--- config.mk ---
export PLATFORM = sky130hd
export DESIGN_NAME = edid_base_block_parser_top
export DESIGN_NICKNAME = d
export VERILOG_FILES = /design/src/design/edid_bp_pkg.sv /design/src/design/edid_bp_scan.sv /design/src/design/edid_bp_fmt.sv /design/src/design/edid_base_block_parser_top.sv
export VERILOG_INCLUDE_DIRS = /design/src /design/src/design
export SDC_FILE = /design/constraint.sdc
export NUM_CORES = 1
export LEC_CHECK = 0
export ABC_AREA = 1
export BUFFER_PORTS_ARGS = -buffer_cell sky130_fd_sc_hd__buf_2
export CAP_MARGIN = 10
export CORE_ASPECT_RATIO = 0.5
export CORE_MARGIN = 1
export CORE_UTILIZATION = 29
export CTS_BUF_LIST = sky130_fd_sc_hd__clkbuf_4
export CTS_CLUSTER_DIAMETER = 200
export DETAILED_ROUTE_END_ITERATION = 7
export GPL_ROUTABILITY_DRIVEN = 0
export GPL_TIMING_DRIVEN = 0
export HOLD_SLACK_MARGIN = 0.02
export SLEW_MARGIN = 5
export SYNTH_ARGS = -nofsm -noshare
export SYNTH_HDL_FRONTEND = slang
export SYNTH_SLANG_ARGS = --single-unit
--- constraint.sdc ---
create_clock -name i_clk -period 24.4 [get_ports i_clk]
set_clock_uncertainty 0.05 [all_clocks]
set_input_delay 1.22 -clock i_clk [delete_from_list [all_inputs] [get_ports i_clk]]
set_output_delay 1.22 -clock i_clk [all_outputs]
set_load 0.01 [all_outputs]
--- src/design/assert_macros.svh ---
// assertion macros used by edid base block scan and top modules
`ifndef ASSERT_MACROS_SVH
`define ASSERT_MACROS_SVH

`ifndef ASSERT_OFF
`define ASSERT_HOLDS(lbl, clk, rst_n, prop) \
    lbl: assert property (@(posedge clk) disable iff (!rst_n) (prop)) \
        else $error("assertion failed");
`define ASSERT_IMPLIES(lbl, clk, rst_n, ante, cons) \
    lbl: assert property (@(posedge clk) disable iff (!rst_n) (ante) |-> (cons)) \
        else $error("assertion failed");
`define ASSERT_NEXT(lbl, clk, rst_n, ante, cons) \
    lbl: assert property (@(posedge clk) disable iff (!rst_n) (ante) |=> (cons)) \
        else $error("assertion failed");
`else
`define ASSERT_HOLDS(lbl, clk, rst_n, prop)
`define ASSERT_IMPLIES(lbl, clk, rst_n, ante, cons)
`define ASSERT_NEXT(lbl, clk, rst_n, ante, cons)
`endif

`endif

--- src/design/edid_bp_pkg.sv ---
// types and constants of the edid base block parser
`timescale 1ns / 1ps
`default_nettype none

package edid_bp_pkg;

    localparam int TEXT_LEN      = 13;
    localparam int TEXT_OFS      = 5;
    localparam int DESC_SIZE     = 18;
    localparam int DESC_START    = 54;
    localparam int DESC_END      = DESC_START + 4 * DESC_SIZE;
    localparam int BLOCK_LEN     = 128;

    localparam logic [7:0] HDR_BYTE0  = 8'h00;
    localparam logic [7:0] HDR_BYTE1  = 8'hFF;
    localparam logic [7:0] TAG_NAME   = 8'hFC;
    localparam logic [7:0] TAG_SERIAL = 8'hFF;

    localparam int OUT_BITS  = 267;
    localparam int OUT_BYTES = (OUT_BITS + 7) / 8;

    typedef enum logic [1:0] {
        KIND_NONE   = 2'd0,
        KIND_NAME   = 2'd1,
        KIND_SERIAL = 2'd2,
        KIND_PREFIX = 2'd3
    } t_kind;

    typedef logic [TEXT_LEN-1:0][7:0] t_text;

    typedef struct packed {
        logic        full_ok;
        logic [15:0] maker_raw;
        logic [15:0] size_raw;
        logic        name_found;
        logic [3:0]  name_cnt;
        t_text       name_text;
        logic        serial_found;
        logic [3:0]  serial_cnt;
        t_text       serial_text;
    } t_snap;

    typedef struct packed {
        logic        header_ok;
        logic [23:0] maker_letters;
        logic [11:0] width_mm;
        logic [11:0] height_mm;
        logic        name_found;
        logic [63:0] name_head;
        logic [39:0] name_tail;
        logic [3:0]  name_length;
        logic        serial_found;
        logic [63:0] serial_head;
        logic [39:0] serial_tail;
        logic [3:0]  serial_length;
    } t_result;

endpackage

`default_nettype wire

--- src/design/edid_bp_scan.sv ---
// byte position tracking, header check, field capture and descriptor scan
`timescale 1ns / 1ps
`default_nettype none
`include "assert_macros.svh"

module edid_bp_scan (
    input  wire logic                i_clk,
    input  wire logic                i_rst_n,
    input  wire logic                i_take,
    input  wire logic [7:0]          i_byte,
    input  wire logic                i_last,
    output edid_bp_pkg::t_snap       o_snap
);

    localparam logic [7:0] POS_FULL  = 8'(edid_bp_pkg::BLOCK_LEN);
    localparam logic [7:0] POS_FINAL = 8'(edid_bp_pkg::BLOCK_LEN - 1);
    localparam logic [7:0] POS_DESC0 = 8'(edid_bp_pkg::DESC_START);
    localparam logic [7:0] POS_DESCE = 8'(edid_bp_pkg::DESC_END);
    localparam logic [4:0] OFS_LAST  = 5'(edid_bp_pkg::DESC_SIZE - 1);
    localparam logic [4:0] OFS_TEXT  = 5'(edid_bp_pkg::TEXT_OFS);

    logic [7:0]              r_pos,          n_pos;
    logic [4:0]              r_ofs,          n_ofs;
    logic                    r_header,       n_header;
    logic [15:0]             r_maker,        n_maker;
    logic [15:0]             r_size,         n_size;
    edid_bp_pkg::t_kind      r_kind,         n_kind;
    edid_bp_pkg::t_text      r_desc_text,    n_desc_text;
    edid_bp_pkg::t_text      r_name_text,    n_name_text;
    edid_bp_pkg::t_text      r_serial_text,  n_serial_text;
    logic                    r_name_found,   n_name_found;
    logic                    r_serial_found, n_serial_found;
    logic [3:0]              r_name_cnt,     n_name_cnt;
    logic [3:0]              r_serial_cnt,   n_serial_cnt;

    logic                    w_in_block;
    logic                    w_in_desc;
    logic [3:0]              w_text_idx;
    edid_bp_pkg::t_text      w_cur_text;
    logic [3:0]              w_cur_len;

    // cut at first zero, then trim trailing space, lf and cr
    function automatic logic [3:0] text_len(input edid_bp_pkg::t_text t);
        logic       alive;
        logic [3:0] len;
        alive = 1'b1;
        len   = 4'd0;
        for (int i = 0; i < edid_bp_pkg::TEXT_LEN; i++) begin
            alive = alive & (t[i] != 8'h00);
            if (alive && t[i] != 8'h20 && t[i] != 8'h0A && t[i] != 8'h0D) begin
                len = 4'(i + 1);
            end
        end
        return len;
    endfunction

    assign w_in_block = (r_pos < POS_FULL);
    assign w_in_desc  = (r_pos >= POS_DESC0) && (r_pos < POS_DESCE);
    assign w_text_idx = 4'(r_ofs - OFS_TEXT);

    always_comb begin
        w_cur_text     = r_desc_text;
        w_cur_text[edid_bp_pkg::TEXT_LEN-1] = i_byte;
        w_cur_len      = text_len(w_cur_text);
    end

    always_comb begin
        n_pos          = r_pos;
        n_ofs          = r_ofs;
        n_header       = r_header;
        n_maker        = r_maker;
        n_size         = r_size;
        n_kind         = r_kind;
        n_desc_text    = r_desc_text;
        n_name_text    = r_name_text;
        n_serial_text  = r_serial_text;
        n_name_found   = r_name_found;
        n_serial_found = r_serial_found;
        n_name_cnt     = r_name_cnt;
        n_serial_cnt   = r_serial_cnt;
        if (i_take && i_last) begin
            n_pos          = 8'd0;
            n_ofs          = 5'd0;
            n_header       = 1'b0;
            n_kind         = edid_bp_pkg::KIND_NONE;
            n_name_found   = 1'b0;
            n_serial_found = 1'b0;
            n_name_cnt     = 4'd0;
            n_serial_cnt   = 4'd0;
        end else if (i_take && w_in_block) begin
            n_pos = r_pos + 8'd1;
            case (r_pos)
                8'd0:    n_header = (i_byte == edid_bp_pkg::HDR_BYTE0);
                8'd1:    n_header = r_header && (i_byte == edid_bp_pkg::HDR_BYTE1);
                8'd8:    n_maker[15:8] = i_byte;
                8'd9:    n_maker[7:0]  = i_byte;
                8'd21:   n_size[15:8]  = i_byte;
                8'd22:   n_size[7:0]   = i_byte;
                default: ;
            endcase
            if (w_in_desc) begin
                n_ofs = (r_ofs == OFS_LAST) ? 5'd0 : r_ofs + 5'd1;
                case (r_ofs)
                    5'd0: begin
                        n_kind = (i_byte == 8'h00) ? edid_bp_pkg::KIND_PREFIX
                                                   : edid_bp_pkg::KIND_NONE;
                    end
                    5'd1, 5'd2: begin
                        if (!(r_kind == edid_bp_pkg::KIND_PREFIX && i_byte == 8'h00)) begin
                            n_kind = edid_bp_pkg::KIND_NONE;
                        end
                    end
                    5'd3: begin
                        if (r_kind == edid_bp_pkg::KIND_PREFIX &&
                            i_byte == edid_bp_pkg::TAG_NAME) begin
                            n_kind = edid_bp_pkg::KIND_NAME;
                        end else if (r_kind == edid_bp_pkg::KIND_PREFIX &&
                                     i_byte == edid_bp_pkg::TAG_SERIAL) begin
                            n_kind = edid_bp_pkg::KIND_SERIAL;
                        end else begin
                            n_kind = edid_bp_pkg::KIND_NONE;
                        end
                    end
                    5'd4: ;
                    default: begin
                        n_desc_text[w_text_idx] = i_byte;
                        if (r_ofs == OFS_LAST) begin
                            if (r_kind == edid_bp_pkg::KIND_NAME) begin
                                n_name_text  = w_cur_text;
                                n_name_found = 1'b1;
                                n_name_cnt   = w_cur_len;
                            end else if (r_kind == edid_bp_pkg::KIND_SERIAL) begin
                                n_serial_text  = w_cur_text;
                                n_serial_found = 1'b1;
                                n_serial_cnt   = w_cur_len;
                            end
                            n_kind = edid_bp_pkg::KIND_NONE;
                        end
                    end
                endcase
            end
        end
    end

    always_ff @(posedge i_clk) begin
        if (!i_rst_n) begin
            r_pos          <= 8'd0;
            r_ofs          <= 5'd0;
            r_header       <= 1'b0;
            r_kind         <= edid_bp_pkg::KIND_NONE;
            r_name_found   <= 1'b0;
            r_serial_found <= 1'b0;
            r_name_cnt     <= 4'd0;
            r_serial_cnt   <= 4'd0;
        end else begin
            r_pos          <= n_pos;
            r_ofs          <= n_ofs;
            r_header       <= n_header;
            r_kind         <= n_kind;
            r_name_found   <= n_name_found;
            r_serial_found <= n_serial_found;
            r_name_cnt     <= n_name_cnt;
            r_serial_cnt   <= n_serial_cnt;
        end
    end

    always_ff @(posedge i_clk) begin
        r_maker       <= n_maker;
        r_size        <= n_size;
        r_desc_text   <= n_desc_text;
        r_name_text   <= n_name_text;
        r_serial_text <= n_serial_text;
    end

    // block is complete once the current byte is position 127 or later
    always_comb begin
        o_snap.full_ok      = ((r_pos == POS_FINAL) || !w_in_block) && r_header;
        o_snap.maker_raw    = r_maker;
        o_snap.size_raw     = r_size;
        o_snap.name_found   = r_name_found;
        o_snap.name_cnt     = r_name_cnt;
        o_snap.name_text    = r_name_text;
        o_snap.serial_found = r_serial_found;
        o_snap.serial_cnt   = r_serial_cnt;
        o_snap.serial_text  = r_serial_text;
    end

    `ASSERT_HOLDS(a_pos_sat, i_clk, i_rst_n, r_pos <= POS_FULL)
    `ASSERT_IMPLIES(a_ofs_region, i_clk, i_rst_n, r_ofs != 5'd0,
                    r_pos > POS_DESC0 && r_pos < POS_DESCE)
    `ASSERT_IMPLIES(a_prefix_ofs, i_clk, i_rst_n, r_kind == edid_bp_pkg::KIND_PREFIX,
                    r_ofs >= 5'd1 && r_ofs <= 5'd3)

endmodule

`default_nettype wire

--- src/design/edid_bp_fmt.sv ---
// result formatting and the result register
`timescale 1ns / 1ps
`default_nettype none

module edid_bp_fmt (
    input  wire logic                i_clk,
    input  wire logic                i_rst_n,
    input  wire logic                i_load,
    input  wire logic                i_ready,
    input  edid_bp_pkg::t_snap       i_snap,
    output logic                     o_valid,
    output edid_bp_pkg::t_result     o_result
);

    logic                  r_valid, n_valid;
    edid_bp_pkg::t_result  r_result, n_result;
    logic                  w_ok;
    logic [3:0]            w_name_cnt;
    logic [3:0]            w_serial_cnt;

    function automatic logic [63:0] pack_head(input edid_bp_pkg::t_text t,
                                              input logic [3:0] len);
        logic [63:0] h;
        h = 64'd0;
        for (int i = 0; i < 8; i++) begin
            if (4'(i) < len) begin
                h[63 - 8 * i -: 8] = t[i];
            end
        end
        return h;
    endfunction

    function automatic logic [39:0] pack_tail(input edid_bp_pkg::t_text t,
                                              input logic [3:0] len);
        logic [39:0] tl;
        tl = 40'd0;
        for (int i = 8; i < edid_bp_pkg::TEXT_LEN; i++) begin
            if (4'(i) < len) begin
                tl[39 - 8 * (i - 8) -: 8] = t[i];
            end
        end
        return tl;
    endfunction

    function automatic logic [11:0] times_ten(input logic [7:0] b);
        return 12'({b, 3'b000}) + 12'({b, 1'b0});
    endfunction

    assign w_ok         = i_snap.full_ok;
    assign w_name_cnt   = w_ok ? i_snap.name_cnt : 4'd0;
    assign w_serial_cnt = w_ok ? i_snap.serial_cnt : 4'd0;

    always_comb begin
        n_result               = r_result;
        n_valid                = r_valid && !i_ready;
        if (i_load) begin
            n_valid                = 1'b1;
            n_result.header_ok     = w_ok;
            // each letter is a five bit code plus 0x40
            n_result.maker_letters = w_ok ? {3'b010, i_snap.maker_raw[14:10],
                                             3'b010, i_snap.maker_raw[9:5],
                                             3'b010, i_snap.maker_raw[4:0]} : 24'd0;
            n_result.width_mm      = w_ok ? times_ten(i_snap.size_raw[15:8]) : 12'd0;
            n_result.height_mm     = w_ok ? times_ten(i_snap.size_raw[7:0]) : 12'd0;
            n_result.name_found    = w_ok && i_snap.name_found;
            n_result.name_head     = pack_head(i_snap.name_text, w_name_cnt);
            n_result.name_tail     = pack_tail(i_snap.name_text, w_name_cnt);
            n_result.name_length   = w_name_cnt;
            n_result.serial_found  = w_ok && i_snap.serial_found;
            n_result.serial_head   = pack_head(i_snap.serial_text, w_serial_cnt);
            n_result.serial_tail   = pack_tail(i_snap.serial_text, w_serial_cnt);
            n_result.serial_length = w_serial_cnt;
        end
    end

    always_ff @(posedge i_clk) begin
        if (!i_rst_n) begin
            r_valid <= 1'b0;
        end else begin
            r_valid <= n_valid;
        end
    end

    always_ff @(posedge i_clk) begin
        r_result <= n_result;
    end

    assign o_valid  = r_valid;
    assign o_result = r_result;

endmodule

`default_nettype wire

--- src/design/edid_base_block_parser_top.sv ---
// top level of the edid base block parser: input register, scan and result stage
//
//  port group  dir  tdata / tuser / tlast
//  s_axis      in   tdata[7:0] edid_byte, tlast last_byte
//  m_axis      out  tdata: one summary per blob, fields listed at the port
//
// one byte per cycle unless a summary waits; input register feeds the scan logic
// a summary is loaded into the result register when the final byte is processed
// i_rst_n is synchronous; after reset, and after every final byte, parsing
// restarts at byte zero
// a waiting summary holds the next final byte in the input register, which then
// stalls the input until the summary transfer
`timescale 1ns / 1ps
`default_nettype none
`include "assert_macros.svh"

module edid_base_block_parser_top (
    input  wire logic         i_clk,
    input  wire logic         i_rst_n,
    input  wire logic         i_s_axis_tvalid,
    output logic              o_s_axis_tready,
    input  wire logic [7:0]   i_s_axis_tdata,   // [7:0] edid_byte
    input  wire logic         i_s_axis_tlast,   // last_byte
    output logic              o_m_axis_tvalid,
    input  wire logic         i_m_axis_tready,
    // [0] header_ok, [24:1] maker_letters, [36:25] width_mm, [48:37] height_mm,
    // [49] name_found, [113:50] name_head, [153:114] name_tail,
    // [157:154] name_length, [158] serial_found, [222:159] serial_head,
    // [262:223] serial_tail, [266:263] serial_length, [271:267] zero
    output logic [8*edid_bp_pkg::OUT_BYTES-1:0] o_m_axis_tdata
);

    logic                  r_in_valid, n_in_valid;
    logic [7:0]            r_in_byte;
    logic                  r_in_last;
    logic                  w_process;
    logic                  w_load;
    logic                  w_s_ready;
    logic                  w_out_valid;
    edid_bp_pkg::t_snap    w_snap;
    edid_bp_pkg::t_result  w_res;

    assign w_process  = r_in_valid && (!r_in_last || !w_out_valid || i_m_axis_tready);
    assign w_load     = w_process && r_in_last;
    assign w_s_ready  = !r_in_valid || w_process;
    assign n_in_valid = (i_s_axis_tvalid && w_s_ready) || (r_in_valid && !w_process);

    always_ff @(posedge i_clk) begin
        if (!i_rst_n) begin
            r_in_valid <= 1'b0;
        end else begin
            r_in_valid <= n_in_valid;
        end
    end

    always_ff @(posedge i_clk) begin
        if (w_s_ready) begin
            r_in_byte <= i_s_axis_tdata;
            r_in_last <= i_s_axis_tlast;
        end
    end

    edid_bp_scan u_scan (
        .i_clk   (i_clk),
        .i_rst_n (i_rst_n),
        .i_take  (w_process),
        .i_byte  (r_in_byte),
        .i_last  (r_in_last),
        .o_snap  (w_snap)
    );

    edid_bp_fmt u_fmt (
        .i_clk    (i_clk),
        .i_rst_n  (i_rst_n),
        .i_load   (w_load),
        .i_ready  (i_m_axis_tready),
        .i_snap   (w_snap),
        .o_valid  (w_out_valid),
        .o_result (w_res)
    );

    assign o_s_axis_tready = w_s_ready;
    assign o_m_axis_tvalid = w_out_valid;
    assign o_m_axis_tdata  = {5'd0,
                              w_res.serial_length, w_res.serial_tail, w_res.serial_head,
                              w_res.serial_found,
                              w_res.name_length, w_res.name_tail, w_res.name_head,
                              w_res.name_found,
                              w_res.height_mm, w_res.width_mm, w_res.maker_letters,
                              w_res.header_ok};

    `ASSERT_IMPLIES(a_bad_is_zero, i_clk, i_rst_n,
                    o_m_axis_tvalid && !o_m_axis_tdata[0], o_m_axis_tdata == '0)
    `ASSERT_IMPLIES(a_len_range, i_clk, i_rst_n, o_m_axis_tvalid,
                    o_m_axis_tdata[157:154] <= 4'd13 && o_m_axis_tdata[266:263] <= 4'd13)
    `ASSERT_NEXT(a_in_kept, i_clk, i_rst_n, r_in_valid && !w_process,
                 r_in_valid && $stable(r_in_byte) && $stable(r_in_last))

endmodule

`default_nettype wire

==> flow_metrics.env, run 1 <==
export IMPL_worstPathCellList="buf_2 -> inv_1 -> nand2_1 -> nand3_1 -> inv_8 -> buf_16 -> nor4_1 -> nand2_1 -> nor2_1"
export IMPL_dieHeight_um=203
export IMPL_synth_seq_area_share_pct=79.6
export IMPL_max_freq_mhz=271
export IMPL_hold_viol_final=0
export IMPL_rows=73
export IMPL_synthArstFlopShare_pct=0
export IMPL_synth_seq_cells=628
export IMPL_multi_input_area_mm2=0.00336
export IMPL_cts_inserted_buffers=155
export IMPL_wirelength_um=53100
export IMPL_grt_pass1_vias=13874
export IMPL_core_area_mm2=0.0796
export IMPL_hold_class="flop to flop"
export IMPL_syn_area_mm2=0.0233
export IMPL_worst_slack_ns=20.70
export IMPL_clk_path_buf_depth=3
export IMPL_layout_nets=2190
export IMPL_leakagePower_uw=0.0111
export IMPL_tritoncts="done"
export IMPL_critPathMaxFanout=102
export IMPL_final_cell_mix="edfxtp_1, inv_1, nor2_1, buf_2, clkbuf_4"
export IMPL_setup_viol=0
export IMPL_status="complete, no violations"
export IMPL_cp_common_cell="nand2_1"
export IMPL_yosysTopAreaCellShare_pct=77.2
export IMPL_synth_area_leaders="edfxtp_1, inv_1, nor2_1, dfxtp_1, nand2_1"
export IMPL_drive_gt1_share_pct=26.2
export IMPL_slew_headroom_pct=37.6
export IMPL_postCtsSetupBuffers=0
export IMPL_dominantRegCellSynth="edfxtp_1"
export IMPL_layout_commonest_cell="edfxtp_1"
export IMPL_ios=287
export IMPL_synth_edf_count=600
export IMPL_start_util_pct=29.3
export IMPL_grt_pass1_wl_um=78200
export IMPL_critPathCaptureType="flop"
export IMPL_fillers=7655
export IMPL_yosysUniqueCellTypes=48
export IMPL_vdd_ir_drop_max_mv=0.0304
export IMPL_grt_usage_pct=12.8
export IMPL_regArea_mm2=0.0186
export IMPL_cts_sinks=628
export IMPL_syn_inst=1685
export IMPL_min_path_cells=2
export IMPL_hpwlAfterDp_um=37600
export IMPL_reg2regPathDepth=6
export IMPL_cp_required_ns=24.79
export IMPL_syn_avg_cell_area_um2=13.9
export IMPL_arrival_ns=4.08
export IMPL_yosysTopAreaCell="edfxtp_1"
export IMPL_worst_slew_pin_slew_ns=0.933
export IMPL_postRouteAntennaNets=0
export IMPL_clock_latency_ns=0.85
export IMPL_die_w_um=403
export IMPL_overflow=0
export IMPL_antenna_found_initial=2
export IMPL_area_growth_pct=22.1
export IMPL_drv_cap=0
export IMPL_place_ws_ns=19.91
export IMPL_die_area_mm2=0.0817
export IMPL_drtIter0Drc=846
export IMPL_finalCritPeriodShare_pct=15.1
export IMPL_p_per_area_mw_per_mm2=73.2
export IMPL_cts_root_buf="clkbuf_4"
export IMPL_avgViaCountPerCell=4.15
export IMPL_fin_cells=3336
export IMPL_avgRoutedWirePerCell_um=15.9
export IMPL_drc=0
export IMPL_startpoint_type="input pin"
export IMPL_rsz0062_at_grt="false"
export IMPL_vias=13842
export IMPL_portBuffers=273
export IMPL_maxSlewViolCount=0
export IMPL_period_minus_slack_ns=3.70
export IMPL_cts_resized=0
export IMPL_slowest_delay_ns=0.77
export IMPL_first_pass_iters=5
export IMPL_grt_max_degree=103
export IMPL_yosysWarnings=0
export IMPL_htree_num_levels=4
export IMPL_place_inst=3083
export IMPL_clk_pin_slew_worst_paths_ns=0.06
export IMPL_crit_type="input pin to flop"
export IMPL_slowest_stage="nor2_1"
export IMPL_hold_buffers=0
==> worst max-delay path: cells and delay by family <==
| family | cells | cell delay, ns |
|---|---|---|
| simple gates | 5 | 2.04 |
| buf+inv | 4 | 0.75 |
==> final timing paths <==
kind / slack [ns] / end / startpoint
hold / removal: 0.42 / u_scan.r_serial_found$_SDFFE_PP0P_ / u_scan.r_serial_found$_SDFFE_PP0P_
setup / recovery: 20.70 / u_scan.r_desc_text[42]$_DFFE_PP_ / i_m_axis_tready
setup reg to reg: 20.82 / u_scan.r_desc_text[42]$_DFFE_PP_ / r_in_last$_DFFE_PN_
hold reg to reg: 0.42 / u_scan.r_serial_found$_SDFFE_PP0P_ / u_scan.r_serial_found$_SDFFE_PP0P_
==> cell usage after synthesis, types with 3 or more instances <==
| cell type | number |
|---|---|
| edfxtp_1 | 600 |
| nor2_1 | 329 |
| inv_2 | 7 |
| nor3b_1 | 7 |
| nand4_1 | 9 |
| a21oi_1 | 48 |
| o21ai_2 | 3 |
| clkbuf_1 | 4 |
| inv_1 | 344 |
| buf_4 | 17 |
| o21a_1 | 3 |
| a21oi_2 | 3 |
| nand3b_1 | 5 |
| o21ai_0 | 34 |
| or2_2 | 6 |
| nand3_1 | 40 |
| nor2_2 | 5 |
| nand2_1 | 92 |
| mux2i_1 | 5 |
| dfxtp_1 | 28 |
| o21ai_1 | 6 |
| ha_1 | 22 |
| nor3_1 | 27 |
| nor4_1 | 9 |
==> metal layers <==
layer	GRT usage (%)	vias to the layer above	wire, um
li1	-	6652	-
met1	13.1	6782	19300
met2	25.5	330	30500
met3	2.66	78	2290
met4	4.49	0	974
met5	0	-	0
==> cell type report <==
cell class              instances  share of cell area, %
diodes                          1                0.00878
plain buffers                  24                  0.544
clock buffers                 222                   5.85
clock inverters                30                  0.808
inverters                     351                   4.65
multi-input cells             694                   11.8
flip-flops and latches        628                   65.2
well taps                    1087                   4.77
repair buffers                299                   6.36
==> registers in the layout, indices dropped and copies added (netlist names) <==
name,count
r_in_last,1
u_scan.r_name_cnt,4
u_fmt.o_valid,1
u_scan.r_serial_cnt,4
u_scan.r_name_found,1
u_scan.r_serial_found,1
u_scan.o_snap,208
u_scan.r_pos,8
u_scan.r_maker,15
u_scan.r_size,16
u_scan.r_header,1
u_scan.r_kind,2
u_scan.r_desc_text,96
r_in_byte,8
u_fmt.o_result,256
r_in_valid,1
u_scan.r_ofs,5
==> metrics by stage <==
step	setup TNS [ns]	cell area, um^2	hold slack [ns]	utilization (%)	power, uW
3_3_place_gp	-1622.68	26100	0.396	32.8	1270
4_1_cts	0	28500	0.405	35.8	2110
3_5_place_dp	0	26600	0.407	33.4	1270
5_1_grt	0	28500	0.404	35.8	2170
2_1_floorplan	0	23400	0.386	-	1240
6_report	0	28500	0.418	35.8	2080
==> kinds of logic (layout without fill, tap and decap cells) <==
kind of cell    Yosys count  after routing  share of synthesized area (%)
flops                   628            628                           79.6
simple gates            542            542                           9.84
buf+inv                 375            926                           6.31
compound gates          108            108                           2.62
fa+ha+maj                24             24                           1.35
mux                       5              5                          0.214
xor+xnor                  2              2                         0.0750
other cells               1             14                         0.0161
==> power by group <==
part           internal [uW]  switching, uW
clock                    456            388
combinational           16.0           28.5
sequential              1190           11.3
total                   1660            428
Note: power is estimated with default switching activity, not from simulation.
==> run 2, diff against run 1 <==
==> constraint.sdc (replaced) <==
create_clock -name i_clk -period 3.6 [get_ports i_clk]
set_clock_uncertainty 0.05 [all_clocks]
set_input_delay 0.18 -clock i_clk [delete_from_list [all_inputs] [get_ports i_clk]]
set_output_delay 0.18 -clock i_clk [all_outputs]
set_load 0.01 [all_outputs]
==> flow_metrics.env, run 2 (same netlist as run 1, synthesis figures left out) <==
export IMPL_clk_pin_slew_worst_paths_ns=0.06
export IMPL_avgViaCountPerCell=4.11
export IMPL_clock_latency_ns=0.88
export IMPL_arrival_ns=3.71
export IMPL_start_util_pct=29.3
export IMPL_die_area_mm2=0.0817
export IMPL_htree_num_levels=4
export IMPL_clk_path_buf_depth=3
export IMPL_crit_type="flop to flop"
export IMPL_drive_gt1_share_pct=27.7
export IMPL_reg2regPathDepth=10
export IMPL_p_per_area_mw_per_mm2=493
export IMPL_grt_pass1_vias=14148
export IMPL_worst_r2r_endpoint="u_scan.o_snap[42]$_DFFE_PP_"
export IMPL_portBuffers=273
export IMPL_worst_slew_pin_slew_ns=0.903
export IMPL_maxSlewViolCount=0
export IMPL_antenna_found_initial=3
export IMPL_min_from="i_rst_n"
export IMPL_reg2reg_slack_ns=0.38
export IMPL_postRouteAntennaNets=0
export IMPL_drtIter0Drc=916
export IMPL_setup_viol=0
export IMPL_grt_usage_pct=13.2
export IMPL_place_ws_ns=-0.304
export IMPL_wirelength_um=54400
export IMPL_rsz0062_at_grt="false"
export IMPL_grt_pass1_wl_um=80300
export IMPL_avgRoutedWirePerCell_um=16.0
export IMPL_postPlaceCellArea_mm2=0.0269
export IMPL_finalCritPeriodShare_pct=89.3
export IMPL_cp_required_ns=4.10
export IMPL_cts_root_buf="clkbuf_4"
export IMPL_min_to="u_scan.r_pos[4]$_SDFFE_PP0P_"
export IMPL_core_area_mm2=0.0796
export IMPL_rows=73
export IMPL_final_area_mm2=0.0293
export IMPL_tns_ns=0
export IMPL_tritoncts="done"
export IMPL_vias=13969
export IMPL_slowest_stage="nor4_2"
export IMPL_holdWs_ns=0.318
export IMPL_hold_viol_final=0
export IMPL_drv_cap=0
export IMPL_overflow=0
export IMPL_status="complete, no violations"
export IMPL_hold_class="input pin to flop"
export IMPL_fillers=7600
export IMPL_hpwlAfterDp_um=38400
export IMPL_max_freq_mhz=311
export IMPL_slowest_delay_ns=0.60
export IMPL_slew_headroom_pct=39.6
export IMPL_final_cell_mix="edfxtp_1, inv_1, nor2_1, buf_2, clkbuf_4"
export IMPL_layout_commonest_cell="edfxtp_1"
export IMPL_min_path_cells=5
export IMPL_cts_inserted_buffers=160
export IMPL_worstPathCellList="nand2_1 -> nand3_2 -> inv_1 -> nand3_2 -> nor4_2 -> inv_1 -> nor2_4 -> buf_4 -> buf_16 -> buf_12"
export IMPL_critPathCaptureType="flop"
export IMPL_area_growth_pct=25.3
export IMPL_dieHeight_um=203
export IMPL_largest_reg_flops=256
export IMPL_layout_nets=2237
export IMPL_grt_max_degree=44
export IMPL_period_minus_slack_ns=3.22
export IMPL_drc=0
export IMPL_critPathMaxFanout=22
export IMPL_cts_sinks=628
export IMPL_r2r_start="r_in_last$_DFFE_PN_"
export IMPL_first_pass_iters=5
export IMPL_vdd_ir_drop_max_mv=0.216
export IMPL_leakagePower_uw=0.0120
export IMPL_die_w_um=403
export IMPL_startpoint_type="flop"
export IMPL_ios=287
export IMPL_worst_slack_ns=0.384
run 2: cell types whose count changed in the layout (fill, tap and decap cells not counted), sizes merged:
cell	previous run	this run
buf	319	335
clkbuf	226	248
clkinv	17	20
dlygate4sd3	0	25
inv	357	353
run 2: through the flow:
stage | utilization [%] | power, uW | cells
after floorplan | - | 8300 | 1697
after global placement | 33.0 | 8460 | 3057
after detailed placement | 33.8 | 8490 | 3093
after CTS | 36.7 | 14600 | 3391
after global routing | 36.8 | 15000 | 3398
final | 36.8 | 14400 | 3398
run 2: cell type report:
cell class | count | area, um^2 | share of cell area, %
flip-flops and latches | 628 | 18600 | 63.5
multi-input cells | 694 | 3470 | 11.9
repair buffers | 340 | 2310 | 7.90
clock buffers | 244 | 1830 | 6.26
well taps | 1087 | 1360 | 4.65
inverters | 351 | 1320 | 4.52
clock inverters | 28 | 223 | 0.761
plain buffers | 24 | 155 | 0.530
repair inverters | 1 | 5.00 | 0.0171
diodes | 1 | 2.50 | 0.00855
run 2: worst max path at each step:
stage / start / to / cells past startpoint
floorplan: r_in_last$_DFFE_PN_ / u_scan.o_snap[109]$_DFFE_PP_ / 3
finish: r_in_last$_DFFE_PN_ / u_scan.o_snap[42]$_DFFE_PP_ / 10
CTS: r_in_last$_DFFE_PN_ / u_scan.o_snap[3]$_DFFE_PP_ / 9
global placement: r_in_last$_DFFE_PN_ / u_scan.o_snap[166]$_DFFE_PP_ / 3
global route: r_in_last$_DFFE_PN_ / u_scan.r_desc_text[43]$_DFFE_PP_ / 6
detailed placement: r_in_last$_DFFE_PN_ / u_scan.o_snap[165]$_DFFE_PP_ / 10
run 2: routing by layer:
metal | vias to the layer above | part of all wire [%] | global-route usage (%)
li1 | 6772 | - | -
met4 | 0 | 2.9 | 5.88
met3 | 90 | 3.8 | 2.87
met5 | - | 0 | 0
met2 | 308 | 57 | 25.5
met1 | 6799 | 37 | 13.5
run 2: what timing repair did:
item	in CTS	in global routing
pin swaps	0	2
buffers inserted	0	6
endpoints found under the setup margin	30	56
gates cloned	1	0
hold buffers	25	0
gates resized for setup	1	0
endpoints found under the hold margin	33	0
run 2: worst max-delay path, delay by kind of cell, from the launching register on:
kind / cells / cell delay (ns)
AND/OR/NAND/NOR: 5 / 1.30
buffers and inverters: 5 / 1.06
flip-flops: 1 / 0.44
run 2: report_power, final:
part | switching, uW | internal (uW)
clock | 2730 | 3350
combinational | 181 | 119
sequential | 49.3 | 8000
total | 2960 | 11500
==> run 3, diff against run 2 <==
--- a/config.mk
+++ b/config.mk
@@ -9,15 +9,17 @@
 export ABC_AREA = 1
 export BUFFER_PORTS_ARGS = -buffer_cell sky130_fd_sc_hd__buf_2
 export CAP_MARGIN = 10
+export CELL_PAD_IN_SITES_DETAIL_PLACEMENT = 1
+export CELL_PAD_IN_SITES_GLOBAL_PLACEMENT = 2
 export CORE_ASPECT_RATIO = 0.5
 export CORE_MARGIN = 1
 export CORE_UTILIZATION = 29
 export CTS_BUF_LIST = sky130_fd_sc_hd__clkbuf_4
-export CTS_CLUSTER_DIAMETER = 200
 export DETAILED_ROUTE_END_ITERATION = 7
 export GPL_ROUTABILITY_DRIVEN = 0
 export GPL_TIMING_DRIVEN = 0
 export HOLD_SLACK_MARGIN = 0.02
+export PLACE_DENSITY_LB_ADDON = 0.1
 export SLEW_MARGIN = 5
 export SYNTH_ARGS = -nofsm -noshare
 export SYNTH_HDL_FRONTEND = slang
==> flow_metrics.env, run 3 (same netlist as run 1, synthesis figures left out) <==
export IMPL_drtIter0Drc=675
export IMPL_cts_sinks=628
export IMPL_layout_nets=2235
export IMPL_p_switching_uw=3190
export IMPL_cts_inserted_buffers=156
export IMPL_place_ws_ns=-0.310
export IMPL_area_growth_pct=25.5
export IMPL_dieHeight_um=203
export IMPL_layout_commonest_cell="edfxtp_1"
export IMPL_grt_max_degree=37
export IMPL_setup_viol=0
export IMPL_drv_cap=0
export IMPL_slew_headroom_pct=36.2
export IMPL_slowest_delay_ns=0.32
export IMPL_clock_latency_ns=0.96
export IMPL_tritoncts="done"
export IMPL_worstPathCellList="nand2_2 -> inv_1 -> nand2_1 -> nand3_2 -> inv_1 -> nand3_2 -> nor2_1 -> inv_1 -> nor3_4 -> buf_4 -> buf_4 -> buf_6 -> buf_6 -> buf_4"
export IMPL_postRouteAntennaNets=0
export IMPL_clockPowerShare_pct=42.4
export IMPL_hold_viol_final=0
export IMPL_die_area_mm2=0.0817
export IMPL_crit_type="flop to flop"
export IMPL_hpwlAfterDp_um=43700
export IMPL_core_area_mm2=0.0796
export IMPL_p_per_area_mw_per_mm2=495
export IMPL_clk_pin_slew_worst_paths_ns=0.06
export IMPL_fillers=8578
export IMPL_vdd_ir_drop_max_mv=0.207
export IMPL_start_util_pct=29.3
export IMPL_cts_root_buf="clkbuf_4"
export IMPL_portBuffers=273
export IMPL_antenna_found_initial=4
export IMPL_clk_path_buf_depth=3
export IMPL_drive_gt1_share_pct=27.0
export IMPL_leakagePower_uw=0.0120
export IMPL_final_cell_mix="edfxtp_1, inv_1, nor2_1, buf_2, clkbuf_4"
export IMPL_finalPower_uw=14500
export IMPL_power_internal_uw=11300
export IMPL_startpoint_type="flop"
export IMPL_switching_share_pct=22.0
export IMPL_vias=14014
export IMPL_crit_family="buffers and inverters"
export IMPL_status="complete, no violations"
export IMPL_period_minus_slack_ns=3.28
export IMPL_cp_required_ns=4.19
export IMPL_arrival_ns=3.87
export IMPL_grt_pass1_vias=14770
export IMPL_maxSlewViolCount=0
export IMPL_worst_slew_pin_slew_ns=0.950
export IMPL_overflow=0
export IMPL_regArea_mm2=0.0186
export IMPL_ios=287
export IMPL_htree_num_levels=4
export IMPL_grt_usage_pct=15.3
export IMPL_rsz0062_at_grt="false"
export IMPL_grt_pass1_wl_um=91100
export IMPL_wirelength_um=61500
export IMPL_avgRoutedWirePerCell_um=18.2
export IMPL_max_freq_mhz=305
export IMPL_p_comb_share_pct=2.3
export IMPL_multi_input_area_mm2=0.00348
export IMPL_p_seq_share_pct=55.3
export IMPL_worst_slack_ns=0.323
export IMPL_largest_reg_flops=256
export IMPL_critPathMaxFanout=10
export IMPL_avgViaCountPerCell=4.14
export IMPL_die_w_um=403
export IMPL_hold_class="input pin to flop"
export IMPL_finalCritPeriodShare_pct=91.0
export IMPL_path_buf_inv=8
export IMPL_final_util_pct=36.8
export IMPL_holdWs_ns=0.223
export IMPL_drc=0
export IMPL_slowest_stage="dfxtp_2"
export IMPL_rows=73
export IMPL_critPathCaptureType="flop"
export IMPL_first_pass_iters=4
-- run 3: power groups by stage --
stage / clock network [uW] / logic (uW) / registers, uW
floorplan: 0 / 73.7 / 8230
global placement: 0 / 195 / 8280
detailed placement: 0 / 328 / 8190
CTS: 6460 / 350 / 8030
global route: 6780 / 366 / 8030
finish: 6150 / 340 / 8030
-- run 3: layout make-up --
class,instances,area share [%]
antenna,3,0.0256
timing repair buffer,343,8.39
multi-input combinational,694,11.9
tap,1087,4.64
clock inverter,36,1.05
inverter,351,4.51
buffer,24,0.529
clock buffer,218,5.58
sequential,628,63.4
-- run 3: metrics by stage --
step                      setup TNS, ns  cells  instance area, um^2
final                                 0   3384                29300
after floorplan                -2161.44   1697                23500
after detailed placement          -7.85   3100                27100
after global routing                  0   3382                29300
after global placement         -4794.51   3057                26200
after CTS                             0   3381                29300
-- run 3: what timing repair did --
item                                   in CTS  in global routing
gates resized for setup                     0                  2
pin swaps                                   1                  0
setup endpoints to repair                  37                 58
endpoints found under the hold margin      79                  0
hold buffers                               26                  0
setup buffers                               1                  0
cloned                                      0                  0
-- run 3: worst paths after layout --
kind | startpoint | to | slack (ns) | cells after the start
hold reg to reg | u_scan.r_name_found$_SDFFE_PP0P_ | u_scan.r_name_found$_SDFFE_PP0P_ | 0.42 | 2
setup / recovery | u_fmt.o_valid$_SDFF_PN0_ | u_scan.o_snap[125]$_DFFE_PP_ | 0.32 | 14
setup reg to reg | u_fmt.o_valid$_SDFF_PN0_ | u_scan.o_snap[125]$_DFFE_PP_ | 0.32 | 14
hold / removal | i_rst_n | u_scan.r_pos[4]$_SDFFE_PP0P_ | 0.22 | 5
-- run 3: layer usage --
layer | part of all wire [%] | global-route usage, %
met1 | 46 | 19.8
met2 | 48 | 24.8
met3 | 4.7 | 3.84
met4 | 2.1 | 5.96
met5 | 0 | 0
-- run 3: worst min-delay path, stage by stage --
cell and delay, ns:
dlygate4sd3_1 0.53, buf_2 0.15, nand2_1 0.16, a21oi_1 0.06, o21a_1 0.10
